==> src/rtl/dsz_pkg.sv <==
// ----------------------------------------------------------------------------
// dsz_pkg
// Shared types, register indexes and channel arithmetic for the 2x2 RGBA
// downsampler.
// ----------------------------------------------------------------------------
package dsz_pkg;

    localparam int CHANNELS     = 4;
    localparam int CHAN_W       = 8;
    localparam int SUM_W        = 9;
    localparam int PIXEL_W      = CHANNELS * CHAN_W;
    localparam int PAIR_W       = CHANNELS * SUM_W;
    localparam int CFG_INDEX_W  = 2;
    localparam int CFG_DATA_W   = 13;
    localparam int HEIGHT_REG_W = 13;
    localparam int FRAMES_REG_W = 11;
    localparam int ROW_W        = 12;
    localparam int FRAME_W      = 10;

    localparam logic [HEIGHT_REG_W-1:0] MAX_HEIGHT = 13'd4096;
    localparam logic [FRAMES_REG_W-1:0] MAX_FRAMES = 11'd1024;

    localparam logic [CFG_INDEX_W-1:0] REG_IMAGE_WIDTH  = 2'd0;
    localparam logic [CFG_INDEX_W-1:0] REG_IMAGE_HEIGHT = 2'd1;
    localparam logic [CFG_INDEX_W-1:0] REG_FRAME_COUNT  = 2'd2;

    // position of the current source pixel and the end flags it would carry
    typedef struct packed {
        logic right_col;
        logic odd_row;
        logic row_end;
        logic frame_end;
        logic image_end;
    } pos_info_t;

    typedef struct packed {
        logic image_end;
        logic frame_end;
        logic row_end;
    } end_flags_t;

    // per-channel horizontal sums, 9 bits each, channel 0 lowest
    function automatic logic [PAIR_W-1:0] pair_sums(
        input logic [PIXEL_W-1:0] a,
        input logic [PIXEL_W-1:0] b
    );
        logic [PAIR_W-1:0] packed_sum;
        packed_sum = '0;
        for (int k = 0; k < CHANNELS; k++)
        begin
            packed_sum[k*SUM_W +: SUM_W] = {1'b0, a[k*CHAN_W +: CHAN_W]}
                                         + {1'b0, b[k*CHAN_W +: CHAN_W]};
        end
        return packed_sum;
    endfunction

    // (top + bottom + 2) / 4 per channel, rounded
    function automatic logic [PIXEL_W-1:0] average_block(
        input logic [PAIR_W-1:0] top,
        input logic [PAIR_W-1:0] bottom
    );
        logic [PIXEL_W-1:0] px;
        logic [SUM_W:0]     total;
        px = '0;
        for (int k = 0; k < CHANNELS; k++)
        begin
            total = {1'b0, top[k*SUM_W +: SUM_W]} + {1'b0, bottom[k*SUM_W +: SUM_W]}
                  + (SUM_W+1)'(2);
            px[k*CHAN_W +: CHAN_W] = total[SUM_W:2];
        end
        return px;
    endfunction

endpackage

==> src/rtl/dsz_position.sv <==
// ----------------------------------------------------------------------------
// dsz_position
// Configuration registers and the column/row/frame position of the stream,
// with line-store slot and end-of-row/frame/image flags for the next pixel.
// ----------------------------------------------------------------------------
module dsz_position #(
    parameter int MAX_WIDTH = 4096
) (
    input  logic                                                   clk,
    input  logic                                                   rst_n,
    input  logic                                                   cfg_write,
    input  logic [dsz_pkg::CFG_INDEX_W-1:0]                        cfg_index,
    input  logic [dsz_pkg::CFG_DATA_W-1:0]                         cfg_data,
    input  logic                                                   advance,
    output logic [(((MAX_WIDTH / 2) > 1) ? $clog2(MAX_WIDTH / 2) : 1)-1:0] slot,
    output dsz_pkg::pos_info_t                                     info
);
    import dsz_pkg::*;

    localparam int WW   = $clog2(MAX_WIDTH + 1);
    localparam int CLW  = $clog2(MAX_WIDTH);
    localparam int CMPW = (WW > CFG_DATA_W) ? WW : CFG_DATA_W;
    localparam int AW   = ((MAX_WIDTH / 2) > 1) ? $clog2(MAX_WIDTH / 2) : 1;

    logic [CFG_DATA_W-1:0]   image_width_reg, image_width_next;
    logic [HEIGHT_REG_W-1:0] image_height_reg, image_height_next;
    logic [FRAMES_REG_W-1:0] frame_count_reg, frame_count_next;

    logic [CLW-1:0]     column_reg, column_next;
    logic [ROW_W-1:0]   row_reg, row_next;
    logic [FRAME_W-1:0] frame_reg, frame_next;

    logic [CMPW-1:0]         w_ext;
    logic [WW-1:0]           w;
    logic [WW-1:0]           w_even;
    logic [HEIGHT_REG_W-1:0] h;
    logic [HEIGHT_REG_W-1:0] h_even;
    logic [FRAMES_REG_W-1:0] f;
    logic [WW-1:0]           col_inc;
    logic [HEIGHT_REG_W-1:0] row_inc;
    logic [FRAMES_REG_W-1:0] frame_inc;

    // zero acts as one, oversize values saturate
    always_comb
    begin
        w_ext = CMPW'(image_width_reg);
        if (w_ext == '0)
        begin
            w_ext = CMPW'(1);
        end
        else if (w_ext > CMPW'(MAX_WIDTH))
        begin
            w_ext = CMPW'(MAX_WIDTH);
        end
        w = WW'(w_ext);

        h = image_height_reg;
        if (h == '0)
        begin
            h = HEIGHT_REG_W'(1);
        end
        else if (h > MAX_HEIGHT)
        begin
            h = MAX_HEIGHT;
        end

        f = frame_count_reg;
        if (f == '0)
        begin
            f = FRAMES_REG_W'(1);
        end
        else if (f > MAX_FRAMES)
        begin
            f = MAX_FRAMES;
        end
    end

    assign w_even = {w[WW-1:1], 1'b0};
    assign h_even = {h[HEIGHT_REG_W-1:1], 1'b0};

    assign slot = AW'(column_reg >> 1);

    always_comb
    begin
        info.right_col = column_reg[0];
        info.odd_row   = row_reg[0];
        info.row_end   = column_reg[0] && (w_even != '0)
                       && (WW'(column_reg) == w_even - WW'(1));
        info.frame_end = info.row_end && (h_even != '0)
                       && (HEIGHT_REG_W'(row_reg) == h_even - HEIGHT_REG_W'(1));
        info.image_end = info.frame_end
                       && (FRAMES_REG_W'(frame_reg) == f - FRAMES_REG_W'(1));
    end

    always_comb
    begin
        col_inc   = WW'(column_reg) + WW'(1);
        row_inc   = HEIGHT_REG_W'(row_reg) + HEIGHT_REG_W'(1);
        frame_inc = FRAMES_REG_W'(frame_reg) + FRAMES_REG_W'(1);

        column_next = column_reg;
        row_next    = row_reg;
        frame_next  = frame_reg;
        if (advance)
        begin
            if (col_inc >= w)
            begin
                column_next = '0;
                if (row_inc >= h)
                begin
                    row_next = '0;
                    if (frame_inc >= f)
                    begin
                        frame_next = '0;
                    end
                    else
                    begin
                        frame_next = FRAME_W'(frame_inc);
                    end
                end
                else
                begin
                    row_next = ROW_W'(row_inc);
                end
            end
            else
            begin
                column_next = CLW'(col_inc);
            end
        end

        image_width_next  = image_width_reg;
        image_height_next = image_height_reg;
        frame_count_next  = frame_count_reg;
        if (cfg_write)
        begin
            case (cfg_index)
                REG_IMAGE_WIDTH:  image_width_next  = cfg_data;
                REG_IMAGE_HEIGHT: image_height_next = HEIGHT_REG_W'(cfg_data);
                REG_FRAME_COUNT:  frame_count_next  = FRAMES_REG_W'(cfg_data);
                default:          ;
            endcase
        end
    end

    always_ff @(posedge clk or negedge rst_n)
    begin
        if (!rst_n)
        begin
            image_width_reg  <= CFG_DATA_W'(2);
            image_height_reg <= HEIGHT_REG_W'(2);
            frame_count_reg  <= FRAMES_REG_W'(1);
            column_reg       <= '0;
            row_reg          <= '0;
            frame_reg        <= '0;
        end
        else
        begin
            image_width_reg  <= image_width_next;
            image_height_reg <= image_height_next;
            frame_count_reg  <= frame_count_next;
            column_reg       <= column_next;
            row_reg          <= row_next;
            frame_reg        <= frame_next;
        end
    end

endmodule

==> config.mk <==
export PLATFORM = sky130hd
export DESIGN_NAME = dsz_position
export DESIGN_NICKNAME = d
export VERILOG_FILES = /design/src/rtl/dsz_pkg.sv /design/src/rtl/dsz_position.sv
export SDC_FILE = /design/constraint.sdc
export NUM_CORES = 1
export LEC_CHECK = 0
export BUFFER_PORTS_ARGS = -buffer_cell sky130_fd_sc_hd__buf_2
export CORE_ASPECT_RATIO = 0.75
export CORE_MARGIN = 1
export CORE_UTILIZATION = 55
export DETAILED_ROUTE_END_ITERATION = 8
export PLACE_DENSITY = 0.8
export SLEW_MARGIN = 20
export SYNTH_ARGS = -nofsm -noshare
export SYNTH_HDL_FRONTEND = slang
export SYNTH_SLANG_ARGS = --single-unit
export TNS_END_PERCENT = 10
==> constraint.sdc <==
create_clock -name clk -period 5.8 [get_ports clk]
set_clock_uncertainty 0.05 [all_clocks]
set_input_delay 0.29 -clock clk [delete_from_list [all_inputs] [get_ports clk]]
set_output_delay 0.29 -clock clk [all_outputs]
set_load 0.01 [all_outputs]
==> out/results.ini <==
[run_status]
status = finished clean

[power_and_ir_drop]
leakagePower_nw = 2.80
swShare_pct = 39.3
p_comb_share_pct = 35.5
p_switching_uw = 759
powerDensity_nw_per_um2 = 313
vdd_drop_max_v = 0.000154
clockPowerShare_pct = 26.9
seqPwrFrac_pct = 37.6
internal-power_mw = 1.17

[worst_setup_path]
critPathLaunch = column_reg[1]$_DFFE_PN0P_
max_stage_delay_ns = 0.49
endpoint = frame_reg[0]$_DFFE_PN0P_
critPathMostFrequentCell = and3_1
ff2ff_path_depth = 14
cp.depth = 14
cp_cell_sequence = ha_1 -> and3_1 -> and3_1 -> and3_1 -> xor2_1 -> ha_1 -> nand4_1 -> nor4_1 -> o31a_1 -> o41ai_2 -> buf_4 -> nand3b_1 -> or2_2 -> o21ai_0
worst-path-buf-inv = 1
r2r-start = column_reg[1]$_DFFE_PN0P_
cp_max_fo = 17
cpMaxStageDelayCell = dfrtp_1
r2r_slack_ns = 1.47
path_delay_family = simple AND/OR/NAND/NOR gates
startpoint_type = flip-flop
cp.required_ns = 6.00
endpoint_kind = flip-flop
reg2reg_to = frame_reg[0]$_DFFE_PN0P_
criticalPathCategory = reg -> reg
cp_data_arrival_time_ns = 4.53

[place]
portBuffers = 34
place_ws_ns = 1.57
gp_congestion = 0.924
dp_hpwl_mm = 11.3

[grt]
grt_pass1_vias = 4772
grt-ovfl-total = 0
use_met3_pct = 6.79
globalRouteMet2Util_pct = 40.5
grt_usage_pct = 29.3
grt_pass1_wl_mm = 24.7
grt_start_max_net_pins = 72
grt.busiest_layer = met1
grt_util_met1_pct = 45.6
antenna_found_initial = 0

[run]
maxCapViolCount = 0

[layout]
drive_above_1_share_pct = 16.2
area_growth_pct = 8.57
nets = 726
diodes = 0
final_common_cell = nand2_1
utilization_pct = 62.7
layout_common_cells = 74 x nand2_1, 68 x dfrtp_1, 52 x o21ai_0

[synth]
synth_ff_type = dfrtp_1
asyncSetResetFlopFracSynth_pct = 100
syn_area_per_cell_sq_um = 8.74
yosysSeqAreaShare_pct = 31.3
synthCells = 651
synth_edf_count = 0
synthDominantCellAreaShare_pct = 29.9
synth-seq-cells = 71
yosysWarnings = 0
synth_cell_types = 65
yosysTopAreaCell = dfrtp_1
synth_area_sq_um = 5690
synth.area.top_cells = dfrtp_1 30%, ha_1 9.7%, mux2_2 7.1%
syn_nets = 714

[clock_network]
cts_max_path_buffers = 2
cts-root-buf = clkbuf_16
cts_made_buffers = 9
cts_resized = 0
cts_tree = yes
cts_hold_buf = 0
clkSlewWorstSetupHoldPaths_ns = 0.06
clock_latency_ns = 0.34
cts_setup_buffers = 0
htreeDepth = 3
clock-sinks = 71

[sta]
slew_violations = 0
max_slew_margin_pct = 31.6
grt_setup_unrepaired = no
post-route-min-period_ns = 4.33
min_period_over_period_pct = 74.6
hold_viol = 0
setup_slack_ns = 1.47
max_freq_mhz = 231
tns_ns = 0
worst_pin_slew_ns = 1.02
setup_violations = 0

[die]
die-width_um = 119
num_rows = 31
pin_count = 35
die_h_um = 90.1
initial_core_util_pct = 57.8
die_area_sq_um = 10800
fp.coreArea_sq_um = 9850

[routing]
dr_total_vias = 5109
wirelength_mm = 15.1
drtIter0Drc = 469
viasPerCell = 6.39
avgRoutedWirePerCell_um = 18.9
drc = 0
antenna_left = 0
first_pass_iters = 5

[min_path]
hp-class = in -> async

==> worst min-delay path by stage <==
| stage | cells past startpoint | endpoint | from | slack (ns) |
|---|---|---|---|---|
| 2_1_floorplan | 0 | column_reg[0]$_DFFE_PN0P_ | rst_n | -0.06 |
| 3_3_place_gp | 1 | image_width_reg[11]$_DFFE_PN0P_ | image_width_reg[11]$_DFFE_PN0P_ | 0.47 |
| 3_5_place_dp | 1 | image_width_reg[11]$_DFFE_PN0P_ | image_width_reg[11]$_DFFE_PN0P_ | 0.50 |
| 4_1_cts | 3 | image_width_reg[12]$_DFFE_PN0P_ | cfg_data[12] | 0.15 |
| 5_1_grt | 3 | image_width_reg[12]$_DFFE_PN0P_ | cfg_data[12] | 0.15 |
| 6_report | 2 | row_reg[7]$_DFFE_PN0P_ | rst_n | 0.11 |
==> cell type report <==
| class | instances | area [sq um] |
|---|---|---|
| tap | 132 | 165 |
| fill | 807 | 3670 |
| clock buffer | 9 | 225 |
| multi-input combinational | 528 | 3700 |
| inverter | 17 | 63.8 |
| timing repair buffer | 36 | 185 |
| sequential | 71 | 1780 |
| clock inverter | 7 | 56.3 |
==> synthesized netlist by cell type (all sizes together), types with 3 or more instances <==
master / n
a211oi: 7
nand3: 29
a22o: 3
mux2: 36
buf: 9
mux2i: 6
a21o: 6
clkbuf: 26
ha: 44
nor4: 10
or4: 7
inv: 17
xor2: 29
and3: 15
or2: 8
nand4: 10
o211ai: 5
dfrtp: 68
nand2: 74
nor2b: 5
nor3: 11
nor2: 39
a31oi: 6
nor3b: 4
or3: 5
o31a: 3
o21a: 5
o41ai: 4
o2bb2ai: 7
nand2b: 18
a21oi: 20
xnor2: 22
o21ai: 54
dfstp: 3
o31ai: 6
nand3b: 3
==> through the flow <==
stage,hold WS (ns),instances,power (mW),area [sq um]
after detailed placement,0.496,784,1.39,5900
after CTS,0.152,800,1.92,6180
final,0.112,800,1.93,6180
after global routing,0.152,800,2.05,6180
after floorplan,-0.0556,651,1.20,5690
after global placement,0.475,784,1.37,5900
==> power groups by stage <==
stage	Sequential (mW)	Combinational (mW)	Clock, mW
floorplan	0.658	0.546	0
detailed placement	0.724	0.670	0
CTS	0.716	0.676	0.529
finish	0.726	0.686	0.520
global placement	0.718	0.652	0
global route	0.737	0.763	0.550
==> cells by family (layout without fill, tap and decap cells) <==
kind of cell	Yosys count	count (layout)	share of synthesized area [%]
buf+inv	52	69	3.87
compound gates	146	146	16.8
mux	42	42	8.18
simple gates	244	244	22.0
xor+xnor	52	52	8.24
flops	71	71	31.3
fa+ha+maj	44	44	9.67
==> routing by layer <==
| metal | up-vias | routed length (um) | share of wire [%] |
|---|---|---|---|
| met5 | - | 0 | 0 |
| met4 | 0 | 95 | 0.63 |
| met3 | 11 | 1260 | 8.3 |
| met2 | 228 | 6380 | 42 |
| met1 | 2478 | 7410 | 49 |
| li1 | 2392 | - | - |
Power figures use the tool's default switching activity.
